--- src/sv/smpq_pkg.sv ---
`timescale 1ns / 1ps

package smpq_pkg;

    localparam int CAPACITY_DEF       = 16;
    localparam int VALUE_WIDTH_DEF    = 32;
    localparam int PRIORITY_WIDTH_DEF = 32;

    localparam int FUNC_W   = 2;
    localparam int VAL_W    = 32;
    localparam int PRIO_W   = 32;
    localparam int STATUS_W = 2;
    localparam int FILL_W   = 5;

    typedef enum logic [FUNC_W-1:0] {
        FUNC_INSERT = 2'd0,
        FUNC_PULL   = 2'd1,
        FUNC_PEEK   = 2'd2
    } t_func;

    typedef enum logic [STATUS_W-1:0] {
        ST_OK    = 2'd0,
        ST_EMPTY = 2'd1,
        ST_FULL  = 2'd2
    } t_status;

    typedef enum logic [1:0] {
        S_IDLE,
        S_SCAN,
        S_SHIFT,
        S_FINISH
    } t_state;

    typedef struct packed {
        logic [FUNC_W-1:0]        func;
        logic [VAL_W-1:0]         item_value;
        logic signed [PRIO_W-1:0] item_priority;
    } t_in_word;

    typedef struct packed {
        logic [STATUS_W-1:0] status;
        logic [VAL_W-1:0]    out_value;
        logic                is_empty;
        logic                is_full;
        logic [FILL_W-1:0]   fill_count;
    } t_out_word;

endpackage

--- src/sv/stable_max_priority_queue.sv ---
`timescale 1ns / 1ps
// channel  | valid       | stall       | word
// ---------+-------------+-------------+------------
// input    | i_in_valid  | o_in_stall  | i_in_word
// output   | o_out_valid | i_out_stall | o_out_word
//
// insert, unused opcode, or pull/peek on an empty queue: go straight to the finish state
// pull/peek: a scan over all entries, plus on a pull a shift of the entries above the best one,
//   one entry at a time through the single read port of the entry memory and the one key comparator
// input stall is high from acceptance until the result is loaded into the output register
// a result waits in the sequencer while the output register is held by i_out_stall
// synchronous active-low reset empties the queue; entry memory is not cleared

module stable_max_priority_queue
    import smpq_pkg::*;
#(
    parameter int CAPACITY       = CAPACITY_DEF,
    parameter int VALUE_WIDTH    = VALUE_WIDTH_DEF,
    parameter int PRIORITY_WIDTH = PRIORITY_WIDTH_DEF
) (
    input  logic      i_clk,
    input  logic      i_rst_n,
    input  logic      i_in_valid,
    output logic      o_in_stall,
    input  t_in_word  i_in_word,
    output logic      o_out_valid,
    input  logic      i_out_stall,
    output t_out_word o_out_word
);

    localparam int IW = $clog2(CAPACITY);
    localparam int CW = $clog2(CAPACITY + 1);
    localparam int EW = VALUE_WIDTH + PRIORITY_WIDTH;
    localparam logic [PRIORITY_WIDTH-1:0] KEY_FLIP = {1'b1, {(PRIORITY_WIDTH-1){1'b0}}};
    localparam logic [CW-1:0] FULL_COUNT = CW'(CAPACITY);

    t_state                    r_state, n_state;
    logic [CW-1:0]             r_count, n_count;
    logic [FUNC_W-1:0]         r_op, n_op;
    t_status                   r_status, n_status;
    logic [VALUE_WIDTH-1:0]    r_value, n_value;
    logic [IW-1:0]             r_ptr, n_ptr;
    logic                      r_rd_on, n_rd_on;
    logic                      r_dv, n_dv;
    logic [IW-1:0]             r_didx, n_didx;
    logic [IW-1:0]             r_best_idx, n_best_idx;
    logic [PRIORITY_WIDTH-1:0] r_best_key, n_best_key;
    logic [VALUE_WIDTH-1:0]    r_best_val, n_best_val;
    logic                      r_out_valid, n_out_valid;
    t_out_word                 r_out_word, n_out_word;

    logic                      we;
    logic [IW-1:0]             waddr;
    logic [EW-1:0]             wdata;
    logic [EW-1:0]             rd_data;
    logic [VALUE_WIDTH-1:0]    rd_val;
    logic [PRIORITY_WIDTH-1:0] rd_key;
    logic [PRIORITY_WIDTH-1:0] in_key;
    logic [VALUE_WIDTH-1:0]    in_val;
    logic [IW-1:0]             last_idx;
    logic                      take;
    logic [IW-1:0]             cur_best_idx;
    logic [VALUE_WIDTH-1:0]    cur_best_val;
    logic                      in_acc;
    logic                      out_free;

    smpq_ram #(
        .WIDTH (EW),
        .DEPTH (CAPACITY)
    ) u_entries (
        .i_clk   (i_clk),
        .i_we    (we),
        .i_waddr (waddr),
        .i_wdata (wdata),
        .i_raddr (r_ptr),
        .o_rdata (rd_data)
    );

    assign rd_val   = rd_data[EW-1:PRIORITY_WIDTH];
    assign rd_key   = rd_data[PRIORITY_WIDTH-1:0];
    assign in_val   = VALUE_WIDTH'(i_in_word.item_value);
    assign in_key   = PRIORITY_WIDTH'($unsigned(i_in_word.item_priority)) ^ KEY_FLIP;
    assign last_idx = IW'(r_count - CW'(1));

    // comparator shared by every entry of the scan, earliest wins on a tie
    assign take         = r_dv && ((r_didx == '0) || (rd_key > r_best_key));
    assign cur_best_idx = take ? r_didx : r_best_idx;
    assign cur_best_val = take ? rd_val : r_best_val;

    assign in_acc     = i_in_valid && (r_state == S_IDLE);
    assign out_free   = !r_out_valid || !i_out_stall;
    assign o_in_stall = (r_state != S_IDLE);

    always_ff @(posedge i_clk) begin
        if (!i_rst_n) begin
            r_state     <= S_IDLE;
            r_count     <= '0;
            r_rd_on     <= 1'b0;
            r_dv        <= 1'b0;
            r_out_valid <= 1'b0;
        end else begin
            r_state     <= n_state;
            r_count     <= n_count;
            r_rd_on     <= n_rd_on;
            r_dv        <= n_dv;
            r_out_valid <= n_out_valid;
        end
    end

    always_ff @(posedge i_clk) begin
        r_op       <= n_op;
        r_status   <= n_status;
        r_value    <= n_value;
        r_ptr      <= n_ptr;
        r_didx     <= n_didx;
        r_best_idx <= n_best_idx;
        r_best_key <= n_best_key;
        r_best_val <= n_best_val;
        r_out_word <= n_out_word;
    end

    always_comb begin
        n_state     = r_state;
        n_count     = r_count;
        n_op        = r_op;
        n_status    = r_status;
        n_value     = r_value;
        n_ptr       = r_ptr;
        n_rd_on     = r_rd_on;
        n_dv        = 1'b0;
        n_didx      = r_ptr;
        n_best_idx  = r_best_idx;
        n_best_key  = r_best_key;
        n_best_val  = r_best_val;
        n_out_valid = r_out_valid && i_out_stall;
        n_out_word  = r_out_word;
        we          = 1'b0;
        waddr       = IW'(r_count);
        wdata       = {in_val, in_key};

        case (r_state)
            S_IDLE: begin
                if (in_acc) begin
                    n_op     = i_in_word.func;
                    n_status = ST_OK;
                    n_value  = '0;
                    n_ptr    = '0;
                    n_rd_on  = 1'b0;
                    n_state  = S_FINISH;
                    if (i_in_word.func == FUNC_INSERT) begin
                        if (r_count == FULL_COUNT) begin
                            n_status = ST_FULL;
                        end else begin
                            we      = 1'b1;
                            n_count = r_count + CW'(1);
                        end
                    end else if ((i_in_word.func == FUNC_PULL) ||
                                 (i_in_word.func == FUNC_PEEK)) begin
                        if (r_count == '0) begin
                            n_status = ST_EMPTY;
                        end else begin
                            n_rd_on = 1'b1;
                            n_state = S_SCAN;
                        end
                    end
                end
            end
            S_SCAN: begin
                n_dv = r_rd_on;
                if (r_rd_on) begin
                    if (r_ptr == last_idx) begin
                        n_rd_on = 1'b0;
                    end else begin
                        n_ptr = r_ptr + IW'(1);
                    end
                end
                if (take) begin
                    n_best_idx = r_didx;
                    n_best_key = rd_key;
                    n_best_val = rd_val;
                end
                if (r_dv && (r_didx == last_idx)) begin
                    n_value = cur_best_val;
                    n_dv    = 1'b0;
                    if (r_op == FUNC_PULL) begin
                        if (cur_best_idx == last_idx) begin
                            n_count = r_count - CW'(1);
                            n_state = S_FINISH;
                        end else begin
                            n_ptr   = cur_best_idx + IW'(1);
                            n_rd_on = 1'b1;
                            n_state = S_SHIFT;
                        end
                    end else begin
                        n_state = S_FINISH;
                    end
                end
            end
            S_SHIFT: begin
                // close the gap: each entry above the pulled one moves down one place
                n_dv = r_rd_on;
                if (r_rd_on) begin
                    if (r_ptr == last_idx) begin
                        n_rd_on = 1'b0;
                    end else begin
                        n_ptr = r_ptr + IW'(1);
                    end
                end
                if (r_dv) begin
                    we    = 1'b1;
                    waddr = r_didx - IW'(1);
                    wdata = rd_data;
                    if (r_didx == last_idx) begin
                        n_dv    = 1'b0;
                        n_count = r_count - CW'(1);
                        n_state = S_FINISH;
                    end
                end
            end
            S_FINISH: begin
                if (out_free) begin
                    n_out_valid           = 1'b1;
                    n_out_word.status     = r_status;
                    n_out_word.out_value  = VAL_W'(r_value);
                    n_out_word.is_empty   = (r_count == '0);
                    n_out_word.is_full    = (r_count == FULL_COUNT);
                    n_out_word.fill_count = FILL_W'(r_count);
                    n_state               = S_IDLE;
                end
            end
            default: begin
                n_state = S_IDLE;
            end
        endcase
    end

    assign o_out_valid = r_out_valid;
    assign o_out_word  = r_out_word;

endmodule

--- src/sv/smpq_ram.sv ---
`timescale 1ns / 1ps

module smpq_ram #(
    parameter int WIDTH = 64,
    parameter int DEPTH = 16
) (
    input  logic                     i_clk,
    input  logic                     i_we,
    input  logic [$clog2(DEPTH)-1:0] i_waddr,
    input  logic [WIDTH-1:0]         i_wdata,
    input  logic [$clog2(DEPTH)-1:0] i_raddr,
    output logic [WIDTH-1:0]         o_rdata
);

    logic [WIDTH-1:0] r_mem [DEPTH];
    logic [WIDTH-1:0] r_rdata;

    always_ff @(posedge i_clk) begin
        if (i_we) begin
            r_mem[i_waddr] <= i_wdata;
        end
        r_rdata <= r_mem[i_raddr];
    end

    assign o_rdata = r_rdata;

endmodule

--- config.mk ---
export PLATFORM = sky130hd
export DESIGN_NAME = stable_max_priority_queue
export DESIGN_NICKNAME = d
export VERILOG_FILES = /design/src/sv/smpq_pkg.sv /design/src/sv/stable_max_priority_queue.sv /design/src/sv/smpq_ram.sv
export SDC_FILE = /design/constraint.sdc
export NUM_CORES = 1
export LEC_CHECK = 0
export BUFFER_PORTS_ARGS = -buffer_cell sky130_fd_sc_hd__buf_2
export CAP_MARGIN = 20
export CORE_ASPECT_RATIO = 1.4
export CORE_MARGIN = 5
export CORE_UTILIZATION = 45
export DETAILED_ROUTE_END_ITERATION = 8
export PLACE_DENSITY_LB_ADDON = 0.15
export SYNTH_ARGS = -nofsm -noshare
export SYNTH_HDL_FRONTEND = slang
export SYNTH_SLANG_ARGS = --single-unit
export TNS_END_PERCENT = 5
--- constraint.sdc ---
create_clock -name i_clk -period 10.2 [get_ports i_clk]
set_input_delay 1.02 -clock i_clk [delete_from_list [all_inputs] [get_ports i_clk]]
set_output_delay 1.02 -clock i_clk [all_outputs]
set_load 0.03 [all_outputs]
==> results.cfg, run 1 <==
[synthesis]
ys_seq_elements = 1251
ys_async_sr_fraction_pct = 0
synth_area_sq_um = 47900
synth-edff-count = 1173
postSynthCellCount = 2113
synthTopCellsByArea = edfxtp_1, mux4_2, dfxtp_1, mux2_2, ha_1
synth_area_per_cell_sq_um = 22.7
synth_top_flop_cell = edfxtp_1
synth_top_area_share_pct = 73.6
yosysWarnings = 0
synth_nets = 2227
synth_cell_types = 63
yosys.area.top_type = edfxtp_1
ys_seq_area_share_pct = 76.9

[grt]
grt_max_degree = 158
grt_usage_pct = 18.9
grt_pass1_vias = 22900
grt-ovfl-total = 0
grt_pass1_wl_um = 157000
grt_antenna_before_repair = 1

[clocking]
insertion_delay_ns = 0.70
path_clk_slew_ns = 0.07
cts-resized-gates = 0
cts-root-buf = clkbuf_16
cts_max_level = 3
clock_sinks = 1251
hold_buffers = 0
numCtsBuffers = 115
cts_tree = done
cts_max_path_buffers = 3
post-cts-setup-buffer-count = 0

[layout]
most-common-layout-cells = edfxtp_1, mux4_2, clkbuf_16, buf_2, mux2_2
layout.nets = 2416
drive_above_1_share_pct = 33.2
fillers = 8200
mostFrequentLayoutCell = edfxtp_1
fin_util_pct = 51.4
area_delta_synth_final_pct = 13.4

[pwr]
pwr_density_cell_nw_per_um2 = 255
p_leak_nw = 17.3
peakVddDrop_uv = 182

[route]
routed_wl_um = 107000
vias = 21500
dr.pass1.iters = 5
vias_per_cell = 5.72
drt_iter0_drc = 1749
wl_per_cell_um = 28.4
drc = 0
antenna_left = 0

[worst_setup_path]
cp-start-kind = flop
cp_data_required_time_ns = 10.52
cpMostUsedCell = buf_4
cp-end-kind = flop
crit_fanout = 40
critPathTopFamily = buffers and inverters
critPathKind = reg2reg
arrival_ns = 5.23
max_stage_delay_ns = 0.81
path_cells = inv_1 > ha_1 > and2_4 > buf_4 > and3_1 > o21ai_0 > buf_2 > nor2_4 > buf_4 > buf_4
critPathBufInv = 5
slowest_stage = buf_4

[sta]
setup_tns_ns = 0
skew_ns = 0.0256
setup_viol = 0
clock.fmax_mhz = 204
period_minus_slack_ns = 4.91
hold_violations = 0
slew_headroom_pct = 26.6
finalCritPeriodShare_pct = 48.1
tightest_slew_ns = 1.10
slew_viol_final = 0
rsz0062_at_grt = false

[status]
outcome = finished, final reports clean

[die]
coreArea_sq_um = 106000
num_rows = 141
io_pins = 113
die_area_sq_um = 113000
initial_utilization_pct = 45.3
die_y_um = 396
floorplan.die.width_um = 286

[placement]
gp_congestion = 0.739
port_buffers = 112
dp_hpwl_um = 57200

[worst_hold_path]
min_path_type = reg2reg

[run]
drv_cap = 0
[stage by stage]
step	worst slack (ns)	power (W)	instances	area, sq um	hold slack (ns)
2_1_floorplan	5.23	0.00870	2113	47900	0.372
3_3_place_gp	5.17	0.00957	3537	50300	0.402
6_report	5.29	0.0139	3759	54300	0.405
4_1_cts	5.02	0.0140	3753	54200	0.414
3_5_place_dp	5.05	0.00961	3538	50300	0.405
5_1_grt	5.07	0.0145	3758	54300	0.422
[path summary, 6_finish.rpt]
path | from | slack (ns) | end | cells after the start
max | r_state[0] | 5.29 | u_entries.r_mem[9][32] | 10
min | r_value[22] | 0.40 | o_out_word[29] | 0
max reg2reg | r_state[0] | 5.29 | u_entries.r_mem[9][32] | 10
min reg2reg | r_value[22] | 0.40 | o_out_word[29] | 0
[power breakdown]
part	leakage [nW]	internal, W	total [W]	switching, W
clock network	1.89	0.00254	0.00440	0.00186
logic	4.11	0.00151	0.00314	0.00163
registers	11.3	0.00611	0.00632	0.000216
[layout make-up]
cell class | count | area (sq um) | area share [%]
inverters | 47 | 176 | 0.325
clock buffers | 159 | 3180 | 5.87
repair buffers | 166 | 1050 | 1.94
clock inverters | 56 | 684 | 1.26
well taps | 1358 | 1700 | 3.13
multi-input cells | 721 | 10700 | 19.7
flip-flops and latches | 1251 | 36800 | 67.8
diodes | 1 | 2.50 | 0.00461
[Yosys cell counts, drive strengths merged, types with 2 or more instances]
cell type and number:
a211oi 2, a21boi 3, a21o 5, a21oi 17, a221oi 3, a311oi 2, a31oi 2, and2 34
and3 4, buf 36, clkbuf 58, dfxtp 78, edfxtp 1173, ha 44, inv 47, mux2 96
mux2i 12, mux4 320, nand2 37, nand2b 12, nand3 10, nand4 8, nor2 35, nor2b 2
nor3 6, nor4b 2, o21a 3, o21ai 19, o22ai 2, o311ai 2, o31a 2, o31ai 3
o32ai 2, or3 3, xnor2 14, xor2 5
[registers in the layout, indices dropped and copies added (netlist names)]
register / flops
o_out_valid: 1
r_dv: 1
r_best_val: 32
r_state: 2
r_best_idx: 4
r_best_key: 32
r_rd_on: 1
r_count: 5
r_didx: 4
o_out_word: 41
u_entries.r_mem: 1024
u_entries.o_rdata: 64
r_op: 2
r_status: 2
n_didx: 4
r_value: 32
[cells by family (layout without fill, tap and decap cells)]
logic type,Yosys count,in the layout,share of synthesized area [%]
compound gates,73,73,1.18
buf+inv,141,428,1.12
other cells,0,1,0
fa+ha+maj,44,44,1.15
flops,1251,1251,76.9
simple gates,157,157,1.70
mux,428,428,17.6
xor+xnor,19,19,0.403
[metal layers]
layer	up-vias	part of all wire (%)	track usage, %
li1	9167	-	-
met1	11700	42	25.7
met2	522	52	32.6
met3	116	4.4	2.44
met4	0	1.9	4.91
met5	-	0	0
Note: power is estimated with default switching activity, not from simulation.
==> inputs of run 2 (changes only) <==
Settings changed: ABC_AREA set to 1.
Clock period 10.2 ns to 4.3 ns, I/O delays scaled along.
==> results.cfg, run 2 <==
[die]
initial_utilization_pct = 45.3
coreArea_sq_um = 108000
die_area_sq_um = 116000
die_y_um = 401
num_rows = 143
floorplan.die.width_um = 289
io_pins = 113

[sta]
tightest_slew_ns = 0.932
period_minus_slack_ns = 3.51
clock.fmax_mhz = 285
finalCritPeriodShare_pct = 81.5
slew_headroom_pct = 37.9
skew_ns = 0.0319
setup_tns_ns = 0
setup_viol = 0
rsz0062_at_grt = false
slew_viol_final = 0
hold_ws_ns = 0.237
hold_violations = 0

[synthesis]
ys_async_sr_fraction_pct = 0
synthTopCellsByArea = edfxtp_1, o21ai_0, nor2_1, o221ai_1, dfxtp_1
synth_top_area_share_pct = 71.8
synth_area_sq_um = 49100
synth_top_flop_cell = edfxtp_1
postSynthCellCount = 3744
synth_cell_types = 44
post-synth-top-count-cell = edfxtp_1
yosys.area.top_type = edfxtp_1
synth_nets = 3858
synth_area_per_cell_sq_um = 13.1
ys_seq_area_share_pct = 75.0
ys_seq_elements = 1251
yosysWarnings = 0
synth-edff-count = 1173
yosys-top-cells-count = edfxtp_1, nor2_1, o21ai_0, nand2_1, clkbuf_1

[route]
dr.pass1.iters = 5
vias_per_cell = 5.66
routed_wl_um = 126000
antenna_left = 0
drc = 0
vias = 30300
drt_iter0_drc = 2637
wl_per_cell_um = 23.4

[worst_setup_path]
cp_data_required_time_ns = 4.70
r2r_start = r_count[0]
critPathKind = reg2reg
slowest_stage = nor2_4
arrival_ns = 3.91
critPathTopFamily = simple AND/OR/NAND/NOR gates
cp-start-kind = flop
crit_fanout = 19
path_cells = inv_1 > ha_1 > nand2_1 > nor2_1 > o31ai_1 > nand3_1 > nor2_4 > buf_12
critPathBufInv = 2
reg2reg_depth = 8
cp-end-kind = flop
r2r-end = u_entries.r_mem[3][36]
worst-r2r-setup-slack_ns = 0.79
max_stage_delay_ns = 0.74

[layout]
fillers = 9360
area_delta_synth_final_pct = 13.4
antenna_cells = 0
drive_above_1_share_pct = 10.8
stdcell_area_sq_um = 55600
largest_register = u_entries.r_mem
mostFrequentLayoutCell = edfxtp_1
most-common-layout-cells = edfxtp_1, nor2_1, o21ai_0, nand2_1, o221ai_1
layout.nets = 3926
largest_register_ffs = 1024

[clocking]
clock_sinks = 1251
numCtsBuffers = 117
cts_max_path_buffers = 3
path_clk_slew_ns = 0.07
cts-root-buf = clkbuf_16
cts_max_level = 3
insertion_delay_ns = 0.71
cts_tree = done
post-cts-setup-buffer-count = 0

[pwr]
p_clk_share_pct = 29.9
internal_power_w = 0.0229
p_leak_nw = 19.0
combPwrFrac_pct = 26.8
power.switching_w = 0.0115
peakVddDrop_uv = 578
switching_share_pct = 33.5
pwr-share-seq_pct = 43.3
pwr_density_cell_nw_per_um2 = 618

[worst_hold_path]
min_path_type = in2reg
hold_depth = 3
hp-start = i_in_valid
hold_end = r_op[1]

[placement]
gp_congestion = 0.773
place_area_sq_um = 51800
dp_hpwl_um = 64300
port_buffers = 112

[grt]
grt-ovfl-total = 0
grt_max_degree = 165
grt_usage_pct = 21.3
grt_pass1_wl_um = 188000
grt_antenna_before_repair = 0
grt_pass1_vias = 29700

[status]
outcome = finished, final reports clean

[run]
drv_cap = 0
-- run 2: cells by family (layout without fill, tap and decap cells) --
logic type	Yosys count	after routing	share of synthesized area [%]
buffers and inverters	397	567	3.07
AOI/OAI and AO/OA	906	906	11.3
DFF	1251	1251	75.0
adders and majority gates	44	44	1.12
and+or+nand+nor	1135	1135	9.37
xor gates and xnor gates	11	11	0.196
-- run 2: area by class of cell --
class	count	area, sq um	area share [%]
Clock inverter	50	515	0.927
Clock buffer	171	3280	5.90
Multi-Input combinational cell	2096	10900	19.6
Timing Repair Buffer	191	1700	3.06
Sequential cell	1251	36800	66.1
Inverter	155	604	1.09
Tap cell	1450	1810	3.26
-- run 2: how the worst max path moves through the flow --
stage | from | to | slack, ns | depth (start not counted)
3_3_place_gp | r_count[0] | u_entries.r_mem[14][7] | 0.83 | 8
5_1_grt | r_count[0] | u_entries.r_mem[3][47] | 0.58 | 8
2_1_floorplan | r_dv | u_entries.r_mem[9][0] | -0.35 | 7
4_1_cts | r_count[0] | u_entries.r_mem[14][63] | 0.77 | 8
3_5_place_dp | r_count[0] | u_entries.r_mem[3][44] | 0.82 | 8
6_report | r_count[0] | u_entries.r_mem[3][36] | 0.79 | 8
-- run 2: layer usage --
metal | up-vias | share of wire (%) | global-route usage [%] | wire, um
met5 | - | 0 | 0 | 0
met4 | 0 | 2.2 | 5.68 | 2750
met3 | 182 | 5.4 | 2.78 | 6830
met2 | 925 | 50 | 35.6 | 62300
met1 | 15300 | 43 | 29.6 | 53900
li1 | 13900 | - | - | -
-- run 2: stage by stage --
step	instances	setup slack, ns	utilization, %	total power [W]
after CTS	5364	0.771	51.3	0.0347
after global routing	5364	0.578	51.3	0.0362
after detailed placement	5139	0.823	47.8	0.0244
final	5364	0.794	51.3	0.0344
after floorplan	3744	-0.350	-	0.0212
after global placement	5139	0.830	47.8	0.0243
-- run 2: power groups by stage --
stage               registers, W  logic (W)  clock network (W)
finish                    0.0149    0.00922             0.0103
global route              0.0150     0.0102             0.0110
CTS                       0.0149    0.00929             0.0105
detailed placement        0.0152    0.00926                  0
global placement          0.0151    0.00921                  0
floorplan                 0.0150    0.00618                  0
-- run 2: worst reg2reg max path: stages, from the launching register on --
cell,delay (ns)
dfxtp_1,0.53
inv_1,0.20
ha_1,0.24
nand2_1,0.08
nor2_1,0.08
o31ai_1,0.56
nand3_1,0.47
nor2_4,0.74
buf_12,0.29
-- run 2: timing repair --
| action | 4_1_cts | 5_1_grt |
|---|---|---|
| resized for setup | 0 | 0 |
| hold buffers | 4 | 0 |
| hold endpoints to repair | 7 | 0 |
